--- config.mk ---
export PLATFORM = sky130hd
export DESIGN_NAME = positional_list_insert_delete_search_unit
export DESIGN_NICKNAME = d
export VERILOG_FILES = /design/src/rtl/plist_pkg.sv /design/src/rtl/plist_store.sv /design/src/rtl/positional_list_insert_delete_search_unit.sv
export SDC_FILE = /design/constraint.sdc
export NUM_CORES = 1
export LEC_CHECK = 0
export ABC_AREA = 1
export BUFFER_PORTS_ARGS = -buffer_cell sky130_fd_sc_hd__buf_2
export CAP_MARGIN = 10
export CELL_PAD_IN_SITES_DETAIL_PLACEMENT = 1
export CELL_PAD_IN_SITES_GLOBAL_PLACEMENT = 2
export CORE_UTILIZATION = 35
export DETAILED_ROUTE_END_ITERATION = 10
export PLACE_DENSITY_LB_ADDON = 0.2
export SETUP_SLACK_MARGIN = 0.02
export SLEW_MARGIN = 20
export SYNTH_ARGS = -nofsm -noshare
export SYNTH_HDL_FRONTEND = slang
export SYNTH_SLANG_ARGS = --single-unit
--- constraint.sdc ---
create_clock -name clk_i -period 4.11 [get_ports clk_i]
set_input_delay 0.822 -clock clk_i [delete_from_list [all_inputs] [get_ports clk_i]]
set_output_delay 0.822 -clock clk_i [all_outputs]
set_load 0.005 [all_outputs]
--- src/rtl/plist_pkg.sv ---
`default_nettype none

package plist_pkg;

  // request codes carried in the input tuser
  localparam logic [1:0] REQ_DISPLAY = 2'd0;
  localparam logic [1:0] REQ_INSERT  = 2'd1;
  localparam logic [1:0] REQ_DELETE  = 2'd2;
  localparam logic [1:0] REQ_SEARCH  = 2'd3;

  // result status codes
  localparam logic [2:0] ST_OK       = 3'd0;
  localparam logic [2:0] ST_FULL     = 3'd1;
  localparam logic [2:0] ST_EMPTY    = 3'd2;
  localparam logic [2:0] ST_BADPOS   = 3'd3;
  localparam logic [2:0] ST_NOTFOUND = 3'd4;

  // control from the sequencer to the entry store
  typedef struct packed {
    logic key_ld;   // capture the request word
    logic rd_en;    // read one entry into the read register
    logic wr_en;    // write one entry
    logic wr_key;   // write the request word instead of the read register
  } store_ctl_t;

endpackage

`default_nettype wire

--- src/rtl/plist_store.sv ---
`default_nettype none

module plist_store
  import plist_pkg::*;
#(
  parameter int unsigned CAPACITY   = 16,
  parameter int unsigned DATA_WIDTH = 32,
  localparam int unsigned AW = (CAPACITY > 1) ? $clog2(CAPACITY) : 1
) (
  input  wire logic                  clk_i,
  input  wire store_ctl_t            ctl_i,
  input  wire logic [AW-1:0]         rd_addr_i,
  input  wire logic [AW-1:0]         wr_addr_i,
  input  wire logic signed [31:0]    key_i,
  output      logic [DATA_WIDTH-1:0] rdata_o,
  output      logic                  match_o
);

  logic [DATA_WIDTH-1:0] mem [CAPACITY];
  logic [DATA_WIDTH-1:0] rdata_q;
  logic [DATA_WIDTH-1:0] key_q;

  // request word, sign-extended or cut to the entry width
  always_ff @(posedge clk_i) begin
    if (ctl_i.key_ld) begin
      key_q <= DATA_WIDTH'(key_i);
    end
  end

  // single write port: shifted entry from the read register or the new word
  always_ff @(posedge clk_i) begin
    if (ctl_i.wr_en) begin
      mem[wr_addr_i] <= ctl_i.wr_key ? key_q : rdata_q;
    end
  end

  // single registered read port
  always_ff @(posedge clk_i) begin
    if (ctl_i.rd_en) begin
      rdata_q <= mem[rd_addr_i];
    end
  end

  // shared comparator on the read register
  assign match_o = (rdata_q == key_q);
  assign rdata_o = rdata_q;

endmodule

`default_nettype wire

--- src/rtl/positional_list_insert_delete_search_unit.sv ---
`default_nettype none

// Dense positional list of up to CAPACITY signed words with insert, delete,
// search and display, one request at a time. Requests enter on the s_axis
// port (tuser = request code) and results leave on m_axis, tlast marking the
// final result of each request; display gives one beat per entry (one beat on
// an empty list), all other requests one beat. The entries sit in a
// single-port-read, single-port-write memory with a registered read, so every
// entry moved, compared or shown is first read into the read register and
// then written, compared or emitted. A refused request goes straight to the
// output hand-off. The input is ready only between requests; the finished
// result waits in an output register, so the next request may be taken while
// the last result is still pending. The list resets to empty and needs no
// clearing pass.
module positional_list_insert_delete_search_unit
  import plist_pkg::*;
#(
  parameter int unsigned CAPACITY   = 16,
  parameter int unsigned DATA_WIDTH = 32
) (
  input  wire logic        clk_i,
  input  wire logic        rst_ni,
  input  wire logic        s_axis_tvalid_i,
  output      logic        s_axis_tready_o,
  input  wire logic [39:0] s_axis_tdata_i,   // position[4:0], value[36:5], zero pad
  input  wire logic [1:0]  s_axis_tuser_i,   // req_type[1:0]
  output      logic        m_axis_tvalid_o,
  input  wire logic        m_axis_tready_i,
  output      logic [47:0] m_axis_tdata_o,   // status[2:0], found_position[7:3],
                                             // element[39:8], count[44:40], zero pad
  output      logic        m_axis_tuser_o,   // element_valid
  output      logic        m_axis_tlast_o    // last
);

  localparam int unsigned AW = (CAPACITY > 1) ? $clog2(CAPACITY) : 1;
  localparam int unsigned CW = $clog2(CAPACITY + 1);
  localparam int unsigned PW = ((CW > 5) ? CW : 5) + 1;

  localparam logic [3:0] S_IDLE     = 4'd0;
  localparam logic [3:0] S_DISP_RD  = 4'd1;
  localparam logic [3:0] S_INS_RD   = 4'd2;
  localparam logic [3:0] S_INS_WR   = 4'd3;
  localparam logic [3:0] S_INS_PUT  = 4'd4;
  localparam logic [3:0] S_DEL_RD   = 4'd5;
  localparam logic [3:0] S_DEL_WR   = 4'd6;
  localparam logic [3:0] S_SRCH_RD  = 4'd7;
  localparam logic [3:0] S_SRCH_CMP = 4'd8;
  localparam logic [3:0] S_EMIT     = 4'd9;

  logic [3:0]    state_q, state_d;
  logic [CW-1:0] count_q, count_d;
  logic [AW-1:0] idx_q, idx_d;
  logic [AW-1:0] tgt_q, tgt_d;
  logic [2:0]    stat_q, stat_d;
  logic [4:0]    fpos_q, fpos_d;
  logic          evld_q, evld_d;
  logic          last_q, last_d;

  logic        m_valid_q;
  logic [2:0]  m_status_q;
  logic [4:0]  m_fpos_q;
  logic [31:0] m_elem_q;
  logic        m_evld_q;
  logic [4:0]  m_count_q;
  logic        m_last_q;

  store_ctl_t            ctl;
  logic [AW-1:0]         rd_addr;
  logic [AW-1:0]         wr_addr;
  logic [DATA_WIDTH-1:0] rdata;
  logic                  match;

  logic [1:0]         req_type;
  logic [4:0]         position;
  logic signed [31:0] value;
  logic [PW-1:0]      pos_ext;
  logic [PW-1:0]      cnt_ext;
  logic [CW-1:0]      idx_inc;
  logic               slot_free;
  logic               out_load;
  logic               in_fire;

  // input beat fields
  assign req_type = s_axis_tuser_i;
  assign position = s_axis_tdata_i[4:0];
  assign value    = $signed(s_axis_tdata_i[36:5]);

  assign pos_ext   = PW'(position);
  assign cnt_ext   = PW'(count_q);
  assign idx_inc   = CW'(idx_q) + CW'(1);
  assign slot_free = !m_valid_q || m_axis_tready_i;

  assign s_axis_tready_o = (state_q == S_IDLE);
  assign in_fire         = s_axis_tvalid_i && s_axis_tready_o;

  // entry memory and shared comparator
  plist_store #(
    .CAPACITY   (CAPACITY),
    .DATA_WIDTH (DATA_WIDTH)
  ) u_store (
    .clk_i     (clk_i),
    .ctl_i     (ctl),
    .rd_addr_i (rd_addr),
    .wr_addr_i (wr_addr),
    .key_i     (value),
    .rdata_o   (rdata),
    .match_o   (match)
  );

  // request sequencer
  always_comb begin
    state_d  = state_q;
    count_d  = count_q;
    idx_d    = idx_q;
    tgt_d    = tgt_q;
    stat_d   = stat_q;
    fpos_d   = fpos_q;
    evld_d   = evld_q;
    last_d   = last_q;
    ctl      = '0;
    rd_addr  = idx_q;
    wr_addr  = idx_q;
    out_load = 1'b0;
    case (state_q)
      S_IDLE: begin
        if (s_axis_tvalid_i) begin
          ctl.key_ld = 1'b1;
          stat_d     = ST_OK;
          fpos_d     = '0;
          evld_d     = 1'b0;
          last_d     = 1'b1;
          state_d    = S_EMIT;
          case (req_type)
            REQ_DISPLAY: begin
              if (count_q != '0) begin
                idx_d   = '0;
                state_d = S_DISP_RD;
              end
            end
            REQ_INSERT: begin
              if (count_q == CW'(CAPACITY)) begin
                stat_d = ST_FULL;
              end else if (pos_ext == '0 || pos_ext > cnt_ext + PW'(1)) begin
                stat_d = ST_BADPOS;
              end else begin
                idx_d = AW'(count_q);
                tgt_d = AW'(pos_ext - PW'(1));
                if (pos_ext == cnt_ext + PW'(1)) begin
                  state_d = S_INS_PUT;
                end else begin
                  state_d = S_INS_RD;
                end
              end
            end
            REQ_DELETE: begin
              if (count_q == '0) begin
                stat_d = ST_EMPTY;
              end else if (pos_ext == '0 || pos_ext > cnt_ext) begin
                stat_d = ST_BADPOS;
              end else begin
                idx_d = AW'(pos_ext - PW'(1));
                if (pos_ext == cnt_ext) begin
                  count_d = count_q - CW'(1);
                end else begin
                  state_d = S_DEL_RD;
                end
              end
            end
            default: begin
              if (count_q == '0) begin
                stat_d = ST_NOTFOUND;
              end else begin
                idx_d   = '0;
                state_d = S_SRCH_RD;
              end
            end
          endcase
        end
      end
      // display: fetch one entry, then hand it to the output
      S_DISP_RD: begin
        ctl.rd_en = 1'b1;
        evld_d    = 1'b1;
        last_d    = (idx_inc == count_q);
        state_d   = S_EMIT;
      end
      // insert: move entries up one slot, top first
      S_INS_RD: begin
        ctl.rd_en = 1'b1;
        rd_addr   = idx_q - AW'(1);
        state_d   = S_INS_WR;
      end
      S_INS_WR: begin
        ctl.wr_en = 1'b1;
        idx_d     = idx_q - AW'(1);
        if (idx_q - AW'(1) == tgt_q) begin
          state_d = S_INS_PUT;
        end else begin
          state_d = S_INS_RD;
        end
      end
      S_INS_PUT: begin
        ctl.wr_en  = 1'b1;
        ctl.wr_key = 1'b1;
        count_d    = count_q + CW'(1);
        state_d    = S_EMIT;
      end
      // delete: move entries down one slot, bottom first
      S_DEL_RD: begin
        ctl.rd_en = 1'b1;
        rd_addr   = idx_q + AW'(1);
        state_d   = S_DEL_WR;
      end
      S_DEL_WR: begin
        ctl.wr_en = 1'b1;
        idx_d     = idx_q + AW'(1);
        if (idx_inc == count_q - CW'(1)) begin
          count_d = count_q - CW'(1);
          state_d = S_EMIT;
        end else begin
          state_d = S_DEL_RD;
        end
      end
      // search: read, then compare against the request word
      S_SRCH_RD: begin
        ctl.rd_en = 1'b1;
        state_d   = S_SRCH_CMP;
      end
      S_SRCH_CMP: begin
        if (match) begin
          fpos_d  = 5'(idx_inc);
          state_d = S_EMIT;
        end else if (idx_inc == count_q) begin
          stat_d  = ST_NOTFOUND;
          state_d = S_EMIT;
        end else begin
          idx_d   = idx_q + AW'(1);
          state_d = S_SRCH_RD;
        end
      end
      // hand the result to the output register once it has room
      S_EMIT: begin
        if (slot_free) begin
          out_load = 1'b1;
          if (evld_q && !last_q) begin
            idx_d   = idx_q + AW'(1);
            state_d = S_DISP_RD;
          end else begin
            state_d = S_IDLE;
          end
        end
      end
      default: begin
        state_d = S_IDLE;
      end
    endcase
  end

  // sequencer control state
  always_ff @(posedge clk_i or negedge rst_ni) begin
    if (!rst_ni) begin
      state_q <= S_IDLE;
      count_q <= '0;
    end else begin
      state_q <= state_d;
      count_q <= count_d;
    end
  end

  // per-request working registers
  always_ff @(posedge clk_i) begin
    idx_q  <= idx_d;
    tgt_q  <= tgt_d;
    stat_q <= stat_d;
    fpos_q <= fpos_d;
    evld_q <= evld_d;
    last_q <= last_d;
  end

  // output register valid
  always_ff @(posedge clk_i or negedge rst_ni) begin
    if (!rst_ni) begin
      m_valid_q <= 1'b0;
    end else if (out_load) begin
      m_valid_q <= 1'b1;
    end else if (m_axis_tready_i) begin
      m_valid_q <= 1'b0;
    end
  end

  // output register payload
  always_ff @(posedge clk_i) begin
    if (out_load) begin
      m_status_q <= stat_q;
      m_fpos_q   <= fpos_q;
      m_elem_q   <= evld_q ? 32'($signed(rdata)) : '0;
      m_evld_q   <= evld_q;
      m_count_q  <= 5'(count_q);
      m_last_q   <= last_q;
    end
  end

  assign m_axis_tvalid_o = m_valid_q;
  assign m_axis_tdata_o  = {3'b000, m_count_q, m_elem_q, m_fpos_q, m_status_q};
  assign m_axis_tuser_o  = m_evld_q;
  assign m_axis_tlast_o  = m_last_q;

  // the list never grows past its capacity
  assert property (@(posedge clk_i) disable iff (!rst_ni)
    count_q <= CW'(CAPACITY))
    else $error("entry count above capacity");

  // the count moves by at most one per request step
  assert property (@(posedge clk_i) disable iff (!rst_ni)
    !$stable(count_q) |->
      (count_q == $past(count_q) + CW'(1)) || (count_q == $past(count_q) - CW'(1)))
    else $error("entry count jumped");

  // an accepted request keeps the input closed on the next cycle
  assert property (@(posedge clk_i) disable iff (!rst_ni)
    in_fire |=> !s_axis_tready_o)
    else $error("input open right after accepting a request");

  // a result is loaded only into a free output slot
  assert property (@(posedge clk_i) disable iff (!rst_ni)
    out_load |-> (!m_valid_q || m_axis_tready_i))
    else $error("result overwrote a pending beat");

endmodule

`default_nettype wire

-- Yosys cells after proc, flatten, opt, wreduce, memory -nomap -nowiden
Memories as Yosys holds them, arrays and structs flattened. A register that Yosys moved wholly into a read port is not among the register bits.
Index checks and enable logic that the tools add are counted.
- add/sub/neg operators: 7
- $lt $le $gt $ge: 2
- eq/ne operators: 36
- muxes and demuxes: 67
- bitwise gates (word level): 2
- reduce and logical (&&, ||, !) cells: 26
- operators with widths (operator ; number):
    2-to-1 mux 4 bit ; 23
    2-to-1 mux 5 bit ; 8
    one-hot mux 4 bit (9 select lines) ; 1
    == test 32 bit ; 1
    2-to-1 mux 32 bit ; 1
    one-hot mux 4 bit (3 select lines) ; 2
    inequality test 2 bit (second input constant) ; 10
    one-hot mux 4 bit (5 select lines) ; 1
    2-to-1 mux 3 bit ; 6
    == test 4 x 3 -> 1 bit (second input constant) ; 4
    == test 5 bit ; 3
    inequality test 3 bit (second input constant) ; 5
    one-hot mux 5 bit (3 select lines) ; 1
    2-to-1 mux 1 bit ; 14
    AND reduction 12 bit ; 1
    one-hot mux 5 bit (2 select lines) ; 1
    nonzero test 5 bit ; 2
    one-hot mux 3 bit (3 select lines) ; 1
    == test 4 x 2 -> 1 bit (second input constant) ; 2
    == test 4 bit (second input constant) ; 2
    2-to-1 mux 2 bit ; 4
    one-hot mux 4 bit (2 select lines) ; 1
    subtractor 4 x 1 -> 4 bit (second input constant) ; 2
    AND reduction 7 bit ; 1
    34 further kinds ; 43
- register bits: 107
- bits in writable memories: 512
- input bits: 46
- output and inout port bits: 52
- word-level logic and storage cells: 157
- memories kept: 1
- memory list (memory ; depth ; bits a word ; read ports ; clocked after Yosys merged registers in ; wr ports ; RTL line ; text):
    u_store.mem ; 16 ; 32 ; 1 ; 1 ; 1 ; plist_store.sv:19 ; logic [DATA_WIDTH-1:0] mem [CAPACITY];

-- Logic depth before layout (Yosys ltp)
- depth in word-level cells: 8
- gate-level depth with buffers: 19
- gate-level depth less buffers: 18

-- By module
From an unflattened synthesis, not the netlist that was laid out.
- cell total of the unflattened synthesis: 2411
- area total of the unflattened synthesis: 28212.1 µm²
- by module, submodules not included (module ; times used ; cells an instance ; area each (µm²) ; seq. area each (µm²)):
    plist_store ; 1 ; 1954 ; 23981.8 ; 17296.6
    positional_list_insert_delete_search_unit ; 1 ; 457 ; 4230.3 ; 2202.1

-- Least setup slack after synthesis
Ideal clock, no wire load.
- path type: flip-flop to flip-flop
- start point: register state_q[3]
- end point: memory u_store.mem[3][0] (enable)
- library setup time: 0.461 ns
- arrival: 3.345 ns
- data required time: 3.649 ns
- setup slack: 0.304 ns
- stages on the path, launching flop included: 8
- clock period less this slack: 3.806 ns
- path through: dfrtp_1 inv_2 nand2_1 nor3_1 inv_1 nand2_1 inv_1 nor3_1
- cells in the longest elaborated chain, start to end: 5
- elaborated cells between the ends (all ways): 7
- those cells by class: 3 x eq/ne; 3 x mux; 1 x reduce/logical
- ends and longest elaborated chain (element ; RTL line ; text):
    start, declared ; positional_list_insert_delete_search_unit.sv:50 ; logic [3:0] state_q, state_d;
    start signal, assigned ; positional_list_insert_delete_search_unit.sv:265 ; state_q <= state_d;
    == test 4 x 3 -> 1 bit or == test 4 x 2 -> 1 bit (tied branches) ; positional_list_insert_delete_search_unit.sv:124 ; case (state_q)
    OR reduction 3 bit (no source line) (*) ; n/a ;
    2-to-1 mux 1 bit (*) ; positional_list_insert_delete_search_unit.sv:124 ;
    2-to-1 mux 1 bit (*) ; plist_store.sv:32 ; if (ctl_i.wr_en) begin
    2-to-1 mux 1 bit (*) ; plist_store.sv:33 ; mem[wr_addr_i] <= ctl_i.wr_key ? key_q : rdata_q;
    end, declared ; plist_store.sv:19 ;
Mark *: on every way between the ends. The rest lies on a longest branch, timed or not.

-- Worst setup path in the final report
- start point: register idx_q[0]
- end point: register u_store.rdata_q[8], in the netlist u_store.rdata_o[8] (read register of u_store.mem) (data pin)
- cells in the longest elaborated chain, start to end: 2
- elaborated cells between the ends (all ways): 3
- those cells by class: 2 x add/sub; 1 x mux
- ends and longest elaborated chain (element ; RTL line ; text):
    start, declared ; positional_list_insert_delete_search_unit.sv:52 ; logic [AW-1:0] idx_q, idx_d;
    start signal, assigned ; positional_list_insert_delete_search_unit.sv:272 ; idx_q <= idx_d;
    adder 4 x 1 -> 4 bit or subtractor 4 x 1 -> 4 bit (tied branches) ; positional_list_insert_delete_search_unit.sv:211, positional_list_insert_delete_search_unit.sv:190 ;
    one-hot mux 4 bit (2 select lines) (*) ; positional_list_insert_delete_search_unit.sv:124 ;
    end, declared ; plist_store.sv:20 ; logic [DATA_WIDTH-1:0] rdata_q;
Marked as above.
A chain may end at the register's enable or synchronous reset.

==> metrics.cfg <==
[clock_network]
cts_resized=0
cts_tree=yes
cts_buffers=75
cts.sinks=651
clk_pin_slew_worst_paths_ns=0.06
cts_buffer_depth=3
cts_hold_buf=0
root_buffer=clkbuf_16
clock_latency_ns=0.62
cts_max_level=3
postCtsSetupBuffers=0

[logic_synthesis]
ys_warn_count=0
synthSimpleGateAreaFrac_pct=8.744
synth_ff_type=edfxtp_1
synth_edf_count=641
synthAdderAreaFrac_pct=1.084
synth-compound-area-share_pct=12.67
syn_area_sq_um=27700
synth_xor_area_share_pct=1.233
synth-async-reset-ratio_pct=1.536
syn_avg_cell_area_sq_um=12.37
synth.area.mux_share_pct=0
synth_top_area_share_pct=69.49
synth_top_family_by_area=compound AO/OA/AOI/OAI gates
yosysSeqAreaShare_pct=70.39
yosys.cell_types.count=41
yosys.area.top_type=edfxtp_1
synthCells=2239
ys_top_cells_by_area=edfxtp_1 (69%), o211ai_1 (7.0%), nand2_1 (5.2%), inv_1 (3.2%), a21oi_1 (2.4%)
ys_ff_latch=651

[pwr]
ir_drop_uv=611.7
p_leak_nw=11.42
p_clk_share_pct=23.7
power_frac_seq_pct=35.9
p_comb_share_pct=40.4
sw_frac_of_total_pct=40.43
power.density_nw_per_um2=860.0
p_switching_w=0.01112
power.internal_w=0.01639

[timing]
fin_crit_sh_pct=76.46
setup_tns_ns=0
slew_headroom_pct=37.39
worstMarginPinSlew_ns=0.9347
setup_viol=0
fin_hold_ws_ns=0.07630
final-max-slew-violation-count=0
grt_setup_unrepaired=no
clock.fmax_ghz=0.3182
report.final.hold_viol_count=0
fin_crit_ns=3.143
skew_ns=0.02236

[global_routing]
grt_pass1_wl_um=121100
first_global_vias=18614
top_usage_layer=met2
grt_use_met3_pct=2.609
antenna_found_initial=1
gr-usage-met1_pct=27.75
grt-ovfl-total=0
use_met2_pct=33.69
grt_max_degree=129
grt.total_usage_pct=20.29

[worst_setup_path]
cp_cell_sequence=inv_2, ha_1, inv_1, o21ai_0, inv_1, o21ai_4, buf_12, o21ai_0, o211ai_1, nand3_1, nand2_1
crit_type=flop to flop
worstReg2RegStart=idx_q[0]
r2r_cells=11
crit_required_ns=4.59
max_stage_delay_ns=0.55
startpoint_type=flop
cp_data_arrival_time_ns=3.62
cp_slowest_cell=buf_12
endpoint_kind=flop
r2r-end=u_store.rdata_o[8]
r2r_setup_slack_ns=0.97
cp_max_fo=128

[placement]
routabilityCongestion=0.7693
hpwlAfterDp_um=43840
portBuffers=91
dp.cells=3294
placed_area_sq_um=29570

[drt]
drcViolationCount=0
vias_per_cell=5.261
wl_um=81690
drt_pre_antenna_iters=5
drt_iter0_drc=1269
wl_per_cell_um=23.82
vias=18046
ant_nets=0

[hold_path]
hold_class=input port to asynchronous set/reset pin

[floorplanning]
core_sq_um=77850
rows=102
die_width_um=283.3
dieArea_sq_um=80280
ios=98
initial_utilization_pct=35.58
die_y_um=283.3

[final_layout]
final_util_pct=41.09
final_cell_area_sq_um=31990
n_antenna_cell=0
fin_nets=2401
area_delta_synth_final_pct=15.47
layout-drive-gt1-share_pct=12.89
fin_cells=3430

[run_status]
outcome=finished clean

[run]
drv_cap=0

-- cell families (layout without fill, tap and decap cells) --
group                      Yosys count  in the layout
buffers and inverters              379            528
other                                1              3
adders and majority gates           24             24
xor gates and xnor gates            39             39
AOI/OAI and AO/OA                  563            563
and+or+nand+nor                    582            582
DFF                                651            651
-- worst max-delay path: cells and delay by family, from the launching register on --
family,cells,cell delay (ns)
buf+inv,4,0.95
compound gates,4,0.75
flops,1,0.53
fa+ha+maj,1,0.46
simple gates,2,0.23
-- final cells by class --
class                      instances  area [sq um]
clock inverter                    42         362.8
tap                             1040          1301
inverter                         243         917.1
timing repair buffer             149          1091
fill                            8131         45860
clock buffer                      94          2032
sequential                       651         19500
multi-input combinational       1211          6785
-- registers in the layout, indices dropped and copies added, names as in the netlist, 3 cells and up --
name,flops
count_q,5
fpos_q,5
idx_q,4
m_count_q,5
m_elem_q,32
m_fpos_q,5
m_status_q,3
stat_q,3
state_q,4
tgt_q,4
u_store.key_q,32
u_store.mem,512
u_store.rdata_o,32
-- per-layer routing --
layer	up-vias	part of all wire (%)
li1	8286	-
met1	9246	46
met2	390	48
met3	124	3.9
met4	0	2.1
met5	-	0
-- power groups by stage --
stage          Sequential, W  Combinational, W  Clock, W
3_5_place_dp          0.0100            0.0112         0
2_1_floorplan        0.00983           0.00735         0
6_report             0.00987            0.0111   0.00653
4_1_cts              0.00988            0.0113   0.00670
5_1_grt              0.00995            0.0123   0.00691
3_3_place_gp         0.00999            0.0109         0
-- worst max path at each step --
stage / slack, ns / end / from
finish: 0.97 / u_store.rdata_o[8] / idx_q[0]
floorplan: 0.30 / u_store.mem[3][0] / state_q[3]
global placement: 0.97 / u_store.rdata_o[16] / idx_q[0]
global route: 0.74 / u_store.rdata_o[8] / idx_q[0]
CTS: 0.96 / u_store.rdata_o[16] / idx_q[0]
detailed placement: 0.96 / u_store.rdata_o[16] / idx_q[0]
-- stage by stage --
| step | worst slack (ns) | power, W |
|---|---|---|
| detailed placement | 0.9618 | 0.02122 |
| finish | 0.9675 | 0.02751 |
| floorplan | 0.3043 | 0.01718 |
| global placement | 0.9679 | 0.02091 |
| CTS | 0.9587 | 0.02783 |
| global route | 0.7389 | 0.02917 |
-- placed cells by master (no fill, tap or decap), types with 3 or more instances in the layout --
cell | netlist | routed
o21ai_1 | 82 | 83
nand3_1 | 98 | 97
edfxtp_1 | 641 | 641
or2_2 | 10 | 10
clkbuf_16 | 0 | 78
bufinv_16 | 0 | 5
nor3_2 | 0 | 3
nand2_1 | 384 | 383
inv_1 | 236 | 236
clkinvlp_4 | 0 | 3
ha_1 | 24 | 24
o21ai_2 | 0 | 5
clkbuf_1 | 23 | 14
conb_1 | 1 | 3
inv_2 | 6 | 5
dfrtp_1 | 10 | 10
inv_6 | 0 | 3
nor2_4 | 2 | 18
nand4_1 | 6 | 6
buf_2 | 90 | 91
o211ai_1 | 259 | 259
nor2_1 | 63 | 47
a21oi_1 | 135 | 134
clkinv_1 | 0 | 17
xor2_1 | 12 | 12
buf_12 | 0 | 16
o21ai_0 | 75 | 69
buf_4 | 21 | 42
nor3_1 | 8 | 5
clkinv_2 | 0 | 11
xnor2_1 | 27 | 27
-- cells in the mapped netlist, types with 3 or more instances --
| master | n |
|---|---|
| a21oi_1 | 135 |
| buf_2 | 90 |
| buf_4 | 21 |
| clkbuf_1 | 23 |
| dfrtp_1 | 10 |
| edfxtp_1 | 641 |
| ha_1 | 24 |
| inv_1 | 236 |
| inv_2 | 6 |
| nand2_1 | 384 |
| nand2_2 | 3 |
| nand3_1 | 98 |
| nand4_1 | 6 |
| nor2_1 | 63 |
| nor3_1 | 8 |
| o211ai_1 | 259 |
| o21ai_0 | 75 |
| o21ai_1 | 82 |
| or2_2 | 10 |
| xnor2_1 | 27 |
| xor2_1 | 12 |
No activity file was read; power rests on OpenSTA's default activity.
